### src/cui_pkg.sv
// ----------------------------------------------------------------------------
// cui_pkg
// Shared constants, tap codes and coefficient functions for the chroma
// upsampling interpolator.
// ----------------------------------------------------------------------------
package cui_pkg;

   localparam int CUI_SAMPLE_BITS  = 17;
   // headroom for weights up to 8 plus the rounding constant
   localparam int CUI_GUARD_BITS   = 4;
   localparam int CUI_FACTOR_BITS  = 3;
   localparam int CUI_PHASE_BITS   = 2;
   localparam int CUI_TAP_BITS     = 3;
   localparam int CUI_SHIFT_BITS   = 2;
   localparam int CUI_CSR_IDX_BITS = 1;
   localparam int CUI_CSR_DATA_BITS = CUI_FACTOR_BITS;

   // configuration register indexes
   localparam logic [CUI_CSR_IDX_BITS-1:0] CSR_HORIZ_FACTOR = 1'd0;
   localparam logic [CUI_CSR_IDX_BITS-1:0] CSR_VERT_FACTOR  = 1'd1;

   localparam logic [CUI_FACTOR_BITS-1:0] FACTOR_RESET = 3'd1;

   // filter tap codes
   localparam logic [CUI_TAP_BITS-1:0] TAP_PASS    = 3'd0; // copy the center sample
   localparam logic [CUI_TAP_BITS-1:0] TAP_QTR_PRV = 3'd1; // 1/4, 3/4 toward previous
   localparam logic [CUI_TAP_BITS-1:0] TAP_QTR_NXT = 3'd2; // 1/4, 3/4 toward next
   localparam logic [CUI_TAP_BITS-1:0] TAP_EIG_P0  = 3'd3; // 3/8, 5/8 previous
   localparam logic [CUI_TAP_BITS-1:0] TAP_EIG_P1  = 3'd4; // 1/8, 7/8 previous
   localparam logic [CUI_TAP_BITS-1:0] TAP_EIG_P2  = 3'd5; // 1/8, 7/8 next
   localparam logic [CUI_TAP_BITS-1:0] TAP_EIG_P3  = 3'd6; // 3/8, 5/8 next

   typedef struct packed {
      logic                      valid;
      logic [CUI_SHIFT_BITS-1:0] v_shift;
      logic [CUI_TAP_BITS-1:0]   h_tap;
   } cui_s1_ctl_type;

   typedef struct packed {
      logic                      valid;
      logic [CUI_SHIFT_BITS-1:0] h_shift;
   } cui_s2_ctl_type;

   function automatic logic [CUI_FACTOR_BITS-1:0] clamp_factor(
      input logic [CUI_FACTOR_BITS-1:0] f);
      logic [CUI_FACTOR_BITS-1:0] r;
      if (f == 3'd0) begin
         r = 3'd1;
      end else if (f > 3'd4) begin
         r = 3'd4;
      end else begin
         r = f;
      end
      return r;
   endfunction

   function automatic logic [CUI_TAP_BITS-1:0] tap_decode(
      input logic [CUI_FACTOR_BITS-1:0] raw_factor,
      input logic [CUI_PHASE_BITS-1:0]  raw_phase);
      logic [CUI_FACTOR_BITS-1:0] f;
      logic [CUI_PHASE_BITS-1:0]  ph;
      logic [CUI_TAP_BITS-1:0]    tap;
      f  = clamp_factor(raw_factor);
      // a phase at or above the factor acts as phase 0
      ph = ({1'b0, raw_phase} >= f) ? 2'd0 : raw_phase;
      case (f)
         3'd2: begin
            tap = (ph == 2'd0) ? TAP_QTR_PRV : TAP_QTR_NXT;
         end
         3'd3: begin
            case (ph)
               2'd0:    tap = TAP_QTR_PRV;
               2'd1:    tap = TAP_PASS;
               default: tap = TAP_QTR_NXT;
            endcase
         end
         3'd4: begin
            case (ph)
               2'd0:    tap = TAP_EIG_P0;
               2'd1:    tap = TAP_EIG_P1;
               2'd2:    tap = TAP_EIG_P2;
               default: tap = TAP_EIG_P3;
            endcase
         end
         default: tap = TAP_PASS;
      endcase
      return tap;
   endfunction

   function automatic logic [1:0] tap_w_side(input logic [CUI_TAP_BITS-1:0] tap);
      logic [1:0] w;
      case (tap)
         TAP_QTR_PRV, TAP_QTR_NXT, TAP_EIG_P1, TAP_EIG_P2: w = 2'd1;
         TAP_EIG_P0, TAP_EIG_P3:                           w = 2'd3;
         default:                                          w = 2'd0;
      endcase
      return w;
   endfunction

   function automatic logic [2:0] tap_w_mid(input logic [CUI_TAP_BITS-1:0] tap);
      logic [2:0] w;
      case (tap)
         TAP_QTR_PRV, TAP_QTR_NXT: w = 3'd3;
         TAP_EIG_P0, TAP_EIG_P3:   w = 3'd5;
         TAP_EIG_P1, TAP_EIG_P2:   w = 3'd7;
         default:                  w = 3'd1;
      endcase
      return w;
   endfunction

   function automatic logic tap_use_next(input logic [CUI_TAP_BITS-1:0] tap);
      return (tap == TAP_QTR_NXT) || (tap == TAP_EIG_P2) || (tap == TAP_EIG_P3);
   endfunction

   function automatic logic [CUI_SHIFT_BITS-1:0] tap_shift(
      input logic [CUI_TAP_BITS-1:0] tap);
      logic [CUI_SHIFT_BITS-1:0] s;
      case (tap)
         TAP_QTR_PRV, TAP_QTR_NXT:                         s = 2'd2;
         TAP_EIG_P0, TAP_EIG_P1, TAP_EIG_P2, TAP_EIG_P3:  s = 2'd3;
         default:                                          s = 2'd0;
      endcase
      return s;
   endfunction

   // vertical rounding depends on the parity of the column
   function automatic logic [2:0] vert_round(input logic [CUI_TAP_BITS-1:0] tap,
                                             input logic odd);
      logic [2:0] r;
      case (tap)
         TAP_QTR_PRV:                        r = odd ? 3'd1 : 3'd2;
         TAP_QTR_NXT:                        r = odd ? 3'd2 : 3'd1;
         TAP_EIG_P1:                         r = odd ? 3'd4 : 3'd3;
         TAP_EIG_P0, TAP_EIG_P2, TAP_EIG_P3: r = odd ? 3'd3 : 3'd4;
         default:                            r = 3'd0;
      endcase
      return r;
   endfunction

   function automatic logic [2:0] horiz_round(input logic [CUI_TAP_BITS-1:0] tap);
      logic [2:0] r;
      case (tap)
         TAP_QTR_PRV, TAP_EIG_P0, TAP_EIG_P2: r = 3'd2;
         TAP_QTR_NXT, TAP_EIG_P1, TAP_EIG_P3: r = 3'd1;
         default:                             r = 3'd0;
      endcase
      return r;
   endfunction

endpackage

### src/cui_if.sv
// ----------------------------------------------------------------------------
// cui_if
// Request and response channel interfaces of the chroma upsampling
// interpolator, valid/ready handshake.
// ----------------------------------------------------------------------------
interface cui_req_if import cui_pkg::*; #(
   parameter int SAMPLE_BITS = CUI_SAMPLE_BITS
) ();
   logic                            valid;
   logic                            ready;
   logic signed [SAMPLE_BITS-1:0]   above_left;
   logic signed [SAMPLE_BITS-1:0]   above_mid;
   logic signed [SAMPLE_BITS-1:0]   above_right;
   logic signed [SAMPLE_BITS-1:0]   here_left;
   logic signed [SAMPLE_BITS-1:0]   here_mid;
   logic signed [SAMPLE_BITS-1:0]   here_right;
   logic signed [SAMPLE_BITS-1:0]   below_left;
   logic signed [SAMPLE_BITS-1:0]   below_mid;
   logic signed [SAMPLE_BITS-1:0]   below_right;
   logic [CUI_PHASE_BITS-1:0]       h_phase;
   logic [CUI_PHASE_BITS-1:0]       v_phase;
   logic                            col_parity;

   modport source (
      output valid, above_left, above_mid, above_right, here_left, here_mid,
             here_right, below_left, below_mid, below_right, h_phase, v_phase,
             col_parity,
      input  ready
   );
   modport sink (
      input  valid, above_left, above_mid, above_right, here_left, here_mid,
             here_right, below_left, below_mid, below_right, h_phase, v_phase,
             col_parity,
      output ready
   );
endinterface

interface cui_rsp_if import cui_pkg::*; #(
   parameter int SAMPLE_BITS = CUI_SAMPLE_BITS
) ();
   logic                          valid;
   logic                          ready;
   logic signed [SAMPLE_BITS-1:0] upsampled_sample;

   modport source (output valid, upsampled_sample, input ready);
   modport sink   (input valid, upsampled_sample, output ready);
endinterface

### src/chroma_upsample_interpolator_top.sv
// path: an accepted item passes the vertical stage, the horizontal stage and the output register
// throughput: one item per cycle; ready falls only when all three stages hold
// items and the response side stalls
// reset: synchronous, clears every stage valid and sets both factors to 1
// ----------------------------------------------------------------------------
// chroma_upsample_interpolator_top
// Triangle-filter chroma upsampler, factors 1 to 4 each way: vertical sums,
// horizontal sum, then the output register.
// ----------------------------------------------------------------------------
module chroma_upsample_interpolator_top import cui_pkg::*; #(
   parameter int SAMPLE_BITS = CUI_SAMPLE_BITS
) (
   input  logic                           clock,
   input  logic                           reset,
   cui_req_if.sink                        req,
   cui_rsp_if.source                      rsp,
   input  logic                           csr_we,
   input  logic [CUI_CSR_IDX_BITS-1:0]    csr_index,
   input  logic [CUI_CSR_DATA_BITS-1:0]   csr_wdata
);

   localparam int SUM_BITS = SAMPLE_BITS + CUI_GUARD_BITS;

   logic [CUI_FACTOR_BITS-1:0]  horiz_factor_ff, horiz_factor_in;
   logic [CUI_FACTOR_BITS-1:0]  vert_factor_ff, vert_factor_in;

   cui_s1_ctl_type              s1_ctl;
   cui_s2_ctl_type              s2_ctl;
   logic                        s2_ready, s3_ready;
   logic signed [SUM_BITS-1:0]  left_sum, mid_sum, right_sum, horiz_sum;
   logic signed [SUM_BITS-1:0]  shifted;

   logic                          out_valid_ff, out_valid_in;
   logic signed [SAMPLE_BITS-1:0] out_sample_ff, out_sample_in;

   // configuration registers
   always_comb begin
      horiz_factor_in = horiz_factor_ff;
      vert_factor_in  = vert_factor_ff;
      if (csr_we) begin
         case (csr_index)
            CSR_HORIZ_FACTOR: horiz_factor_in = csr_wdata;
            CSR_VERT_FACTOR:  vert_factor_in  = csr_wdata;
            default: ;
         endcase
      end
   end

   always_ff @(posedge clock) begin
      if (reset) begin
         horiz_factor_ff <= FACTOR_RESET;
         vert_factor_ff  <= FACTOR_RESET;
      end else begin
         horiz_factor_ff <= horiz_factor_in;
         vert_factor_ff  <= vert_factor_in;
      end
   end

   cui_vert_stage #(.SAMPLE_BITS(SAMPLE_BITS)) u_vert (
      .clock        (clock),
      .reset        (reset),
      .in_valid     (req.valid),
      .in_ready     (req.ready),
      .above_left   (req.above_left),
      .above_mid    (req.above_mid),
      .above_right  (req.above_right),
      .here_left    (req.here_left),
      .here_mid     (req.here_mid),
      .here_right   (req.here_right),
      .below_left   (req.below_left),
      .below_mid    (req.below_mid),
      .below_right  (req.below_right),
      .h_phase      (req.h_phase),
      .v_phase      (req.v_phase),
      .col_parity   (req.col_parity),
      .horiz_factor (horiz_factor_ff),
      .vert_factor  (vert_factor_ff),
      .out_ctl      (s1_ctl),
      .out_ready    (s2_ready),
      .left_sum     (left_sum),
      .mid_sum      (mid_sum),
      .right_sum    (right_sum)
   );

   cui_horiz_stage #(.SAMPLE_BITS(SAMPLE_BITS)) u_horiz (
      .clock     (clock),
      .reset     (reset),
      .in_ctl    (s1_ctl),
      .in_ready  (s2_ready),
      .left_sum  (left_sum),
      .mid_sum   (mid_sum),
      .right_sum (right_sum),
      .out_ctl   (s2_ctl),
      .out_ready (s3_ready),
      .horiz_sum (horiz_sum)
   );

   // output stage: final floor shift into the response register
   assign s3_ready = !out_valid_ff || rsp.ready;

   always_comb begin
      case (s2_ctl.h_shift)
         2'd2:    shifted = horiz_sum >>> 2;
         2'd3:    shifted = horiz_sum >>> 3;
         default: shifted = horiz_sum;
      endcase
      out_sample_in = shifted[SAMPLE_BITS-1:0];
      out_valid_in  = s3_ready ? s2_ctl.valid : out_valid_ff;
   end

   always_ff @(posedge clock) begin
      if (reset) begin
         out_valid_ff <= 1'b0;
      end else begin
         out_valid_ff <= out_valid_in;
      end
   end

   always_ff @(posedge clock) begin
      if (s3_ready && s2_ctl.valid) begin
         out_sample_ff <= out_sample_in;
      end
   end

   assign rsp.valid            = out_valid_ff;
   assign rsp.upsampled_sample = out_sample_ff;

endmodule

### src/cui_vert_stage.sv
// ----------------------------------------------------------------------------
// cui_vert_stage
// First pipeline stage: decodes factors and phases, forms the weighted
// vertical sums of the left, center and right columns.
// ----------------------------------------------------------------------------
module cui_vert_stage import cui_pkg::*; #(
   parameter int SAMPLE_BITS = CUI_SAMPLE_BITS
) (
   input  logic                                          clock,
   input  logic                                          reset,
   input  logic                                          in_valid,
   output logic                                          in_ready,
   input  logic signed [SAMPLE_BITS-1:0]                 above_left,
   input  logic signed [SAMPLE_BITS-1:0]                 above_mid,
   input  logic signed [SAMPLE_BITS-1:0]                 above_right,
   input  logic signed [SAMPLE_BITS-1:0]                 here_left,
   input  logic signed [SAMPLE_BITS-1:0]                 here_mid,
   input  logic signed [SAMPLE_BITS-1:0]                 here_right,
   input  logic signed [SAMPLE_BITS-1:0]                 below_left,
   input  logic signed [SAMPLE_BITS-1:0]                 below_mid,
   input  logic signed [SAMPLE_BITS-1:0]                 below_right,
   input  logic [CUI_PHASE_BITS-1:0]                     h_phase,
   input  logic [CUI_PHASE_BITS-1:0]                     v_phase,
   input  logic                                          col_parity,
   input  logic [CUI_FACTOR_BITS-1:0]                    horiz_factor,
   input  logic [CUI_FACTOR_BITS-1:0]                    vert_factor,
   output cui_s1_ctl_type                                out_ctl,
   input  logic                                          out_ready,
   output logic signed [SAMPLE_BITS+CUI_GUARD_BITS-1:0]  left_sum,
   output logic signed [SAMPLE_BITS+CUI_GUARD_BITS-1:0]  mid_sum,
   output logic signed [SAMPLE_BITS+CUI_GUARD_BITS-1:0]  right_sum
);

   localparam int SUM_BITS = SAMPLE_BITS + CUI_GUARD_BITS;

   function automatic logic signed [SUM_BITS-1:0] col_sum(
      input logic signed [SAMPLE_BITS-1:0] t,
      input logic signed [SAMPLE_BITS-1:0] c,
      input logic signed [SAMPLE_BITS-1:0] b,
      input logic [CUI_TAP_BITS-1:0]       tap,
      input logic                          odd);
      logic signed [SUM_BITS-1:0] side_x;
      logic signed [SUM_BITS-1:0] mid_x;
      logic signed [SUM_BITS-1:0] ws_x;
      logic signed [SUM_BITS-1:0] wm_x;
      logic signed [SUM_BITS-1:0] rnd_x;
      side_x = tap_use_next(tap) ? SUM_BITS'(b) : SUM_BITS'(t);
      mid_x  = SUM_BITS'(c);
      ws_x   = SUM_BITS'(tap_w_side(tap));
      wm_x   = SUM_BITS'(tap_w_mid(tap));
      rnd_x  = SUM_BITS'(vert_round(tap, odd));
      return side_x * ws_x + mid_x * wm_x + rnd_x;
   endfunction

   logic                          valid_ff, valid_in;
   logic [CUI_SHIFT_BITS-1:0]     v_shift_ff, v_shift_in;
   logic [CUI_TAP_BITS-1:0]       h_tap_ff, h_tap_in;
   logic [CUI_TAP_BITS-1:0]       v_tap;
   logic signed [SUM_BITS-1:0]    lsum_ff, lsum_in;
   logic signed [SUM_BITS-1:0]    msum_ff, msum_in;
   logic signed [SUM_BITS-1:0]    rsum_ff, rsum_in;

   assign in_ready = !valid_ff || out_ready;

   always_comb begin
      v_tap      = tap_decode(vert_factor, v_phase);
      v_shift_in = tap_shift(v_tap);
      h_tap_in   = tap_decode(horiz_factor, h_phase);
      // side columns carry the opposite parity of the center one
      lsum_in    = col_sum(above_left, here_left, below_left, v_tap, !col_parity);
      msum_in    = col_sum(above_mid, here_mid, below_mid, v_tap, col_parity);
      rsum_in    = col_sum(above_right, here_right, below_right, v_tap, !col_parity);
      valid_in   = in_ready ? in_valid : valid_ff;
   end

   always_ff @(posedge clock) begin
      if (reset) begin
         valid_ff <= 1'b0;
      end else begin
         valid_ff <= valid_in;
      end
   end

   always_ff @(posedge clock) begin
      if (in_ready && in_valid) begin
         v_shift_ff <= v_shift_in;
         h_tap_ff   <= h_tap_in;
         lsum_ff    <= lsum_in;
         msum_ff    <= msum_in;
         rsum_ff    <= rsum_in;
      end
   end

   assign out_ctl.valid   = valid_ff;
   assign out_ctl.v_shift = v_shift_ff;
   assign out_ctl.h_tap   = h_tap_ff;
   assign left_sum        = lsum_ff;
   assign mid_sum         = msum_ff;
   assign right_sum       = rsum_ff;

endmodule

### src/cui_horiz_stage.sv
// ----------------------------------------------------------------------------
// cui_horiz_stage
// Second pipeline stage: floors the vertical sums into column results and
// forms the weighted horizontal sum.
// ----------------------------------------------------------------------------
module cui_horiz_stage import cui_pkg::*; #(
   parameter int SAMPLE_BITS = CUI_SAMPLE_BITS
) (
   input  logic                                          clock,
   input  logic                                          reset,
   input  cui_s1_ctl_type                                in_ctl,
   output logic                                          in_ready,
   input  logic signed [SAMPLE_BITS+CUI_GUARD_BITS-1:0]  left_sum,
   input  logic signed [SAMPLE_BITS+CUI_GUARD_BITS-1:0]  mid_sum,
   input  logic signed [SAMPLE_BITS+CUI_GUARD_BITS-1:0]  right_sum,
   output cui_s2_ctl_type                                out_ctl,
   input  logic                                          out_ready,
   output logic signed [SAMPLE_BITS+CUI_GUARD_BITS-1:0]  horiz_sum
);

   localparam int SUM_BITS = SAMPLE_BITS + CUI_GUARD_BITS;

   // floor shift, the result always fits the sample width
   function automatic logic signed [SAMPLE_BITS-1:0] floor_shift(
      input logic signed [SUM_BITS-1:0]  sum,
      input logic [CUI_SHIFT_BITS-1:0]   sh);
      logic signed [SUM_BITS-1:0] s;
      case (sh)
         2'd2:    s = sum >>> 2;
         2'd3:    s = sum >>> 3;
         default: s = sum;
      endcase
      return s[SAMPLE_BITS-1:0];
   endfunction

   logic                          valid_ff, valid_in;
   logic [CUI_SHIFT_BITS-1:0]     h_shift_ff, h_shift_in;
   logic signed [SUM_BITS-1:0]    hsum_ff, hsum_in;
   logic signed [SAMPLE_BITS-1:0] col_l, col_c, col_r;
   logic signed [SUM_BITS-1:0]    side_x, mid_x, ws_x, wm_x, rnd_x;

   assign in_ready = !valid_ff || out_ready;

   always_comb begin
      col_l      = floor_shift(left_sum, in_ctl.v_shift);
      col_c      = floor_shift(mid_sum, in_ctl.v_shift);
      col_r      = floor_shift(right_sum, in_ctl.v_shift);
      side_x     = tap_use_next(in_ctl.h_tap) ? SUM_BITS'(col_r) : SUM_BITS'(col_l);
      mid_x      = SUM_BITS'(col_c);
      ws_x       = SUM_BITS'(tap_w_side(in_ctl.h_tap));
      wm_x       = SUM_BITS'(tap_w_mid(in_ctl.h_tap));
      rnd_x      = SUM_BITS'(horiz_round(in_ctl.h_tap));
      hsum_in    = side_x * ws_x + mid_x * wm_x + rnd_x;
      h_shift_in = tap_shift(in_ctl.h_tap);
      valid_in   = in_ready ? in_ctl.valid : valid_ff;
   end

   always_ff @(posedge clock) begin
      if (reset) begin
         valid_ff <= 1'b0;
      end else begin
         valid_ff <= valid_in;
      end
   end

   always_ff @(posedge clock) begin
      if (in_ready && in_ctl.valid) begin
         h_shift_ff <= h_shift_in;
         hsum_ff    <= hsum_in;
      end
   end

   assign out_ctl.valid   = valid_ff;
   assign out_ctl.h_shift = h_shift_ff;
   assign horiz_sum       = hsum_ff;

endmodule

### src/flat_wrapper.sv
// flat-port wrapper written by rule: the top's interface ports become plain ports
module chroma_upsample_interpolator_top_flat import cui_pkg::*;
#(
   parameter int SAMPLE_BITS = CUI_SAMPLE_BITS
)
  (clock, reset, csr_we, csr_index, csr_wdata, req_valid, req_above_left, req_above_mid, req_above_right, req_here_left, req_here_mid, req_here_right, req_below_left, req_below_mid, req_below_right, req_h_phase, req_v_phase, req_col_parity, req_ready, rsp_valid, rsp_upsampled_sample, rsp_ready);
  cui_req_if #(.SAMPLE_BITS(SAMPLE_BITS)) req_i ();
  cui_rsp_if #(.SAMPLE_BITS(SAMPLE_BITS)) rsp_i ();
  input  logic clock;
  input  logic reset;
  input  logic csr_we;
  input  logic [CUI_CSR_IDX_BITS-1:0] csr_index;
  input  logic [CUI_CSR_DATA_BITS-1:0] csr_wdata;
  input wire logic [$bits(req_i.valid)-1:0] req_valid;
  input wire logic [$bits(req_i.above_left)-1:0] req_above_left;
  input wire logic [$bits(req_i.above_mid)-1:0] req_above_mid;
  input wire logic [$bits(req_i.above_right)-1:0] req_above_right;
  input wire logic [$bits(req_i.here_left)-1:0] req_here_left;
  input wire logic [$bits(req_i.here_mid)-1:0] req_here_mid;
  input wire logic [$bits(req_i.here_right)-1:0] req_here_right;
  input wire logic [$bits(req_i.below_left)-1:0] req_below_left;
  input wire logic [$bits(req_i.below_mid)-1:0] req_below_mid;
  input wire logic [$bits(req_i.below_right)-1:0] req_below_right;
  input wire logic [$bits(req_i.h_phase)-1:0] req_h_phase;
  input wire logic [$bits(req_i.v_phase)-1:0] req_v_phase;
  input wire logic [$bits(req_i.col_parity)-1:0] req_col_parity;
  output wire logic [$bits(req_i.ready)-1:0] req_ready;
  output wire logic [$bits(rsp_i.valid)-1:0] rsp_valid;
  output wire logic [$bits(rsp_i.upsampled_sample)-1:0] rsp_upsampled_sample;
  input wire logic [$bits(rsp_i.ready)-1:0] rsp_ready;
  assign req_i.valid = req_valid;
  assign req_i.above_left = req_above_left;
  assign req_i.above_mid = req_above_mid;
  assign req_i.above_right = req_above_right;
  assign req_i.here_left = req_here_left;
  assign req_i.here_mid = req_here_mid;
  assign req_i.here_right = req_here_right;
  assign req_i.below_left = req_below_left;
  assign req_i.below_mid = req_below_mid;
  assign req_i.below_right = req_below_right;
  assign req_i.h_phase = req_h_phase;
  assign req_i.v_phase = req_v_phase;
  assign req_i.col_parity = req_col_parity;
  assign req_ready = req_i.ready;
  assign rsp_valid = rsp_i.valid;
  assign rsp_upsampled_sample = rsp_i.upsampled_sample;
  assign rsp_i.ready = rsp_ready;
  chroma_upsample_interpolator_top #(.SAMPLE_BITS(SAMPLE_BITS)) u_core (.clock(clock), .reset(reset), .req(req_i), .rsp(rsp_i), .csr_we(csr_we), .csr_index(csr_index), .csr_wdata(csr_wdata));
endmodule
### config.mk
export PLATFORM = sky130hd
export DESIGN_NAME = chroma_upsample_interpolator_top_flat
export DESIGN_NICKNAME = d
export VERILOG_FILES = /design/src/cui_pkg.sv /design/src/cui_if.sv /design/src/chroma_upsample_interpolator_top.sv /design/src/cui_vert_stage.sv /design/src/cui_horiz_stage.sv /design/src/flat_wrapper.sv
export SDC_FILE = /design/constraint.sdc
export NUM_CORES = 1
export LEC_CHECK = 0
export BUFFER_PORTS_ARGS = -buffer_cell sky130_fd_sc_hd__buf_2
export CAP_MARGIN = 30
export CORE_ASPECT_RATIO = 2
export CORE_MARGIN = 2
export CORE_UTILIZATION = 55
export DETAILED_ROUTE_END_ITERATION = 6
export PLACE_DENSITY_LB_ADDON = 0.3
export SLEW_MARGIN = 15
export SYNTH_ARGS = -nofsm -noshare
export SYNTH_HDL_FRONTEND = slang
export SYNTH_SLANG_ARGS = --single-unit
### constraint.sdc
create_clock -name clock -period 7.69 [get_ports clock]
set_input_delay 1.9225 -clock clock [delete_from_list [all_inputs] [get_ports clock]]
set_output_delay 1.9225 -clock clock [all_outputs]
set_load 0.01 [all_outputs]
==> impl_metrics.ini, run 1 <==
[worst_hold_path]
min_path_type = flip-flop to flip-flop
min_from = u_core.u_vert.valid_ff
worst_hold_path.num_cells = 2
hold_end = u_core.u_vert.valid_ff

[critical_path]
slowest_stage = fa_1
r2r_start = u_core.vert_factor_ff[1]
cp.required_ns = 7.86
cp_max_fo = 5
worst_setup_path_end_kind = flip-flop
r2r-end = u_core.u_vert.right_sum[19]
ff2ff_path_depth = 30
arrival_ns = 7.81
critical_path_class = input port to flip-flop
crit_path_start_kind = input port
regToRegSetupSlack_ns = 0.67
worst_path_largest_cell_delay_ns = 0.50

[finish]
syn_to_final_growth_pct = 22.5
fin_area_sq_mm = 0.0229
antennaDiodeCount = 0
layout-drive-gt1-share_pct = 23.6
layout_commonest_cell = inv_1
n_fill_cell = 2601
most-common-layout-cells = inv_1 (347), ha_1 (265), nor2_1 (249)
nNetsFinal = 3029

[grt]
use_met1_pct = 24.6
busiest_layer = met2
globalRouteMet2Util_pct = 54.5
grt-ovfl-total = 0
grt_pass1_wl_mm = 75.3
met3_usage_pct = 3.27
antenna_found_initial = 2
grtUsageTotal_pct = 26.9
first_global_vias = 16500
grt_max_degree = 66

[synth]
synth_edf_count = 104
synth_nets = 2655
syn_area_per_cell_sq_um = 9.38
postSynth.asyncResetShare_pct = 0
synth_area_sq_mm = 0.0187
synthDistinctLibCells = 67
ys.flop_type = edfxtp_1
ys_seq_area_share_pct = 17.7
synth_cells = 1994
yosys_warnings = 0
synth-seq-cells = 113

[pwr]
p_leak_nw = 11.5
p_per_area_mw_per_mm2 = 224
peakVddDrop_v = 0.000197
p_total_mw = 5.13

[sta]
finalSetupViolations = 0
maxSlewViolCount = 0
min_period_ns = 7.63
worst_slew_pin_slew_ns = 0.953
max_freq_mhz = 131
slew-limit-headroom_pct = 36.5
hold_viol_final = 0
setup_ws_ns = 0.0560
tns_ns = 0
fin_skew_ns = 0.0126
timing.final.crit_share_pct = 99.3
whs_ns = 0.550
rsz0062_at_grt = true

[place]
io_buffer_count = 185
placed_area_sq_mm = 0.0216
pre_cts_slack_ns = -0.673
gp_congestion = 0.971
hpwl_mm = 40.5

[floorplanning]
initial_utilization_pct = 55.8
dieArea_sq_mm = 0.0356
core_area_sq_mm = 0.0335
die_y_um = 265
die_x_um = 134
ios = 186
row_count = 95

[clocking]
clock_sinks = 113
clock_latency_ns = 0.44
cts_buffer_depth = 2
cts-root-buf = clkbuf_16
cts.clk_slew.worst_paths_ns = 0.06
numCtsBuffers = 17
cts_tree = built
htreeDepth = 4

[drt]
drtIter0Drc = 582
routed_wl_mm = 47.7
first_pass_iters = 6
via_count = 15300
wl_per_cell_um = 16.9
avgViaCountPerCell = 5.42
detail-route-antenna-nets = 0
drc = 0

[run]
max_cap_violations = 0

[outcome]
outcome = completed
## critical path, delay by kind of cell
kind | cells | cell delay [ns]
buffers and inverters | 7 | 0.57
muxes | 1 | 0.24
AOI/OAI and AO/OA | 10 | 2.01
and+or+nand+nor | 4 | 0.59
adders and majority gates | 7 | 2.34
xor gates and xnor gates | 1 | 0.11
## worst max path at each step
stage                                       end            from  slack, ns
floorplan           u_core.u_vert.right_sum[19]  req_v_phase[0]      -0.23
detailed placement  u_core.u_vert.right_sum[19]  req_v_phase[0]      -0.67
global placement      u_core.u_vert.mid_sum[19]  req_v_phase[0]      -0.45
global route        u_core.u_vert.right_sum[19]  req_v_phase[0]      -0.15
finish              u_core.u_vert.right_sum[19]  req_v_phase[0]       0.06
CTS                   u_core.u_vert.mid_sum[18]  req_v_phase[0]      0.002
## synth_stat cells (3+ instances only)
| library cell | number | area (sq um) |
|---|---|---|
| inv_1 | 352 | 1320 |
| ha_1 | 283 | 3540 |
| nor2_1 | 253 | 950 |
| fa_1 | 211 | 4220 |
| mux2i_1 | 119 | 1190 |
| nor2b_1 | 107 | 669 |
| edfxtp_1 | 104 | 3120 |
| a21oi_1 | 98 | 490 |
| o21ai_0 | 60 | 300 |
| nand2_1 | 59 | 221 |
| xnor2_1 | 59 | 517 |
| clkbuf_1 | 30 | 113 |
| a21o_1 | 25 | 188 |
| nand2b_1 | 21 | 131 |
| buf_2 | 19 | 95.1 |
| nand3_1 | 18 | 90.1 |
| xor2_1 | 16 | 140 |
| a211oi_1 | 11 | 82.6 |
| a31oi_1 | 11 | 68.8 |
| dfxtp_1 | 9 | 180 |
| o21a_1 | 9 | 67.6 |
| o21bai_1 | 9 | 67.6 |
| nor3_1 | 7 | 35.0 |
| a211o_1 | 6 | 52.6 |
| buf_1 | 6 | 22.5 |
| nand4_1 | 6 | 37.5 |
| a21boi_0 | 5 | 37.5 |
| a221oi_1 | 5 | 43.8 |
| and3_1 | 5 | 31.3 |
| buf_8 | 5 | 75.1 |
| mux2_2 | 5 | 56.3 |
| nor4_1 | 5 | 31.3 |
| nand3b_1 | 4 | 30.0 |
| o31ai_1 | 4 | 30.0 |
| or3_1 | 4 | 25.0 |
| and2_1 | 3 | 18.8 |
| o211ai_1 | 3 | 22.5 |
## stage by stage
| step | cells | util (%) |
|---|---|---|
| after CTS | 2786 | 66.3 |
| after detailed placement | 2753 | 64.6 |
| after global routing | 2817 | 68.3 |
| after global placement | 2753 | 64.6 |
| after floorplan | 1994 | - |
| final | 2817 | 68.3 |
## sequential cells by signal, summed over array words and instances (netlist names)
register	cells
u_core.rsp.upsampled_sample	17
u_core.u_horiz.h_shift_ff	2
u_core.u_horiz.horiz_sum	20
u_core.horiz_factor_ff	3
u_core.vert_factor_ff	3
u_core.u_vert.mid_sum	20
u_core.rsp.valid	1
u_core.u_vert.h_tap_ff	3
u_core.u_vert.v_shift_ff	2
u_core.u_vert.right_sum	20
u_core.u_horiz.valid_ff	1
u_core.u_vert.left_sum	20
u_core.u_vert.valid_ff	1
## report_power, final
group          internal (mW)  leakage, nW  total [mW]  switching, mW
Clock                  0.449        0.282       0.745          0.295
Combinational           1.51         10.1        3.32           1.81
Sequential             0.975         1.07        1.06         0.0880
## area by class of cell
| class | count | area (sq um) | area share, % |
|---|---|---|---|
| repair buffers | 416 | 2830 | 12.3 |
| inverters | 353 | 1340 | 5.84 |
| clock buffers | 22 | 485 | 2.12 |
| flip-flops and latches | 113 | 3300 | 14.4 |
| clock inverters | 10 | 70.1 | 0.306 |
| well taps | 436 | 546 | 2.38 |
| multi-input cells | 1467 | 14300 | 62.6 |
## routing by layer
layer	vias to the layer above	share of wire, %	wire, um
li1	7302	-	-
met1	7415	34	16000
met2	411	57	27200
met3	149	3.2	1510
met4	4	6.1	2890
met5	-	0.025	12
## timing repair
action,4_1_cts,5_1_grt
endpoints found under the setup margin,11,25
setup buffers,1,28
hold buffers,0,0
gates resized for setup,9,89
pin swaps,3,59
gates cloned,0,1
## logic make-up (layout without fill, tap and decap cells)
kind of cell	count (synthesis)	count (layout)	synth area share, %
buffers and inverters	414	801	8.76
adder cells (fa/ha/maj)	494	494	41.5
AND/OR/NAND/NOR	502	502	12.6
XOR/XNOR	76	76	3.60
AO/OA/AOI/OAI	270	270	9.01
flip-flops	113	113	17.7
multiplexers	125	125	6.79
(Power assumes the default switching activity.)
==> run 2: changes to the inputs <==
- clock period: 7.69 -> 8.05 ns (I/O delays scaled with it)
==> impl_metrics.ini, run 2 (same netlist as run 1, synthesis figures left out) <==
[outcome]
outcome = completed

[clocking]
cts.clk_slew.worst_paths_ns = 0.06
clock_latency_ns = 0.43
cts_buffer_depth = 2
clock_sinks = 113
cts-root-buf = clkbuf_16
numCtsBuffers = 17
htreeDepth = 4
ctsHoldBuffers = 0
cts_tree = built

[floorplanning]
initial_utilization_pct = 55.8
core_area_sq_mm = 0.0335
die_x_um = 134
row_count = 95
ios = 186
dieArea_sq_mm = 0.0356
die_y_um = 265

[sta]
finalSetupViolations = 0
min_period_ns = 7.95
hold_viol_final = 0
timing.final.crit_share_pct = 98.8
whs_ns = 0.539
fin_skew_ns = 0.00922
maxSlewViolCount = 0
max_freq_mhz = 126
worst_slew_pin_slew_ns = 0.941
tns_ns = 0
slew-limit-headroom_pct = 37.3
rsz0062_at_grt = true

[finish]
ff_latch_area_sq_mm = 0.00330
antennaDiodeCount = 0
multi_input_area_sq_mm = 0.0140
nNetsFinal = 2946
layout_commonest_cell = inv_1
syn_to_final_growth_pct = 18.0
n_fill_cell = 2761
post-route-util_pct = 65.8
layout-drive-gt1-share_pct = 18.6
most-common-layout-cells = inv_1 (350), ha_1 (280), nor2_1 (253)

[grt]
grtUsageTotal_pct = 26.7
antenna_found_initial = 2
first_global_vias = 16100
grt-ovfl-total = 0
grt_pass1_wl_mm = 75.3
grt_max_degree = 66

[drt]
wl_per_cell_um = 17.0
via_count = 14700
routed_wl_mm = 46.5
detail-route-antenna-nets = 0
avgViaCountPerCell = 5.39
first_pass_iters = 5
drc = 0
drtIter0Drc = 527

[critical_path]
arrival_ns = 8.12
ff2ff_path_depth = 31
crit_top_cell = inv_1
cp_max_fo = 5
r2r-end = u_core.u_vert.left_sum[17]
crit_path_start_kind = input port
regToRegSetupSlack_ns = 0.92
worst_setup_path_end_kind = flip-flop
worst_path_largest_cell_delay_ns = 0.53
critical_path_class = input port to flip-flop
cp.required_ns = 8.22
r2r_start = u_core.vert_factor_ff[2]
slowest_stage = or4b_1

[worst_hold_path]
worst_hold_path.num_cells = 2
hold_end = u_core.horiz_factor_ff[1]
min_from = u_core.horiz_factor_ff[1]
min_path_type = flip-flop to flip-flop

[place]
hpwl_mm = 39.8
io_buffer_count = 185
gp_congestion = 0.949

[run]
max_cap_violations = 0

[pwr]
peakVddDrop_v = 0.000237
p_per_area_mw_per_mm2 = 227
p_leak_nw = 11.1
-- run 2: metal layers --
layer | track usage (%) | up-vias | routed length, um
met2 | 53.7 | 337 | 26400
met1 | 26.2 | 7143 | 16200
met5 | 0 | - | 24
li1 | - | 7135 | -
met3 | 2.39 | 117 | 1200
met4 | 13.9 | 4 | 2630
-- run 2: timing repair --
item                       CTS  global route
gates resized for setup      0            49
setup endpoints to repair    0            18
buffers inserted             0             5
-- run 2: critical path, delay by kind of cell --
family                     cells  cell delay (ns)
AOI/OAI and AO/OA              7             1.06
and+or+nand+nor                7             1.43
xor gates and xnor gates       1             0.09
buffers and inverters          8             0.70
muxes                          1             0.25
adders and majority gates      7             2.56
-- run 2: how the worst max path moves through the flow --
stage / from / end / slack (ns) / depth (start not counted)
2_1_floorplan: req_v_phase[0] / u_core.u_vert.right_sum[19] / -0.01 / 30
3_3_place_gp: req_v_phase[0] / u_core.u_vert.right_sum[19] / -0.23 / 29
3_5_place_dp: req_v_phase[0] / u_core.u_vert.left_sum[17] / -0.34 / 30
4_1_cts: req_v_phase[0] / u_core.u_vert.left_sum[17] / 0.09 / 30
5_1_grt: req_v_phase[0] / u_core.u_vert.right_sum[19] / -0.05 / 30
6_report: req_v_phase[0] / u_core.u_vert.left_sum[17] / 0.1 / 31
-- run 2: layout make-up --
| type | count | area share, % |
|---|---|---|
| Clock inverter | 14 | 1.02 |
| Tap cell | 436 | 2.47 |
| Timing Repair Buffer | 333 | 9.92 |
| Clock buffer | 18 | 1.94 |
| Multi-Input combinational cell | 1467 | 63.6 |
| Sequential cell | 113 | 15.0 |
| Inverter | 353 | 6.06 |
-- run 2: where the power goes --
part / internal [mW] / leakage (nW) / switching [mW]
logic: 1.39 / 9.74 / 1.76
registers: 0.931 / 1.07 / 0.0833
clock network: 0.553 / 0.308 / 0.291
-- run 2: through the flow --
stage                     setup slack [ns]  cell area, sq um  std cells  total power, mW
after floorplan                    -0.0120             18800       1994             3.24
after global placement              -0.233             21100       2694             3.96
after detailed placement            -0.335             21100       2694             4.09
after CTS                           0.0879             21700       2726             4.95
after global routing               -0.0470             22100       2734             5.42
final                               0.0995             22100       2734             5.01
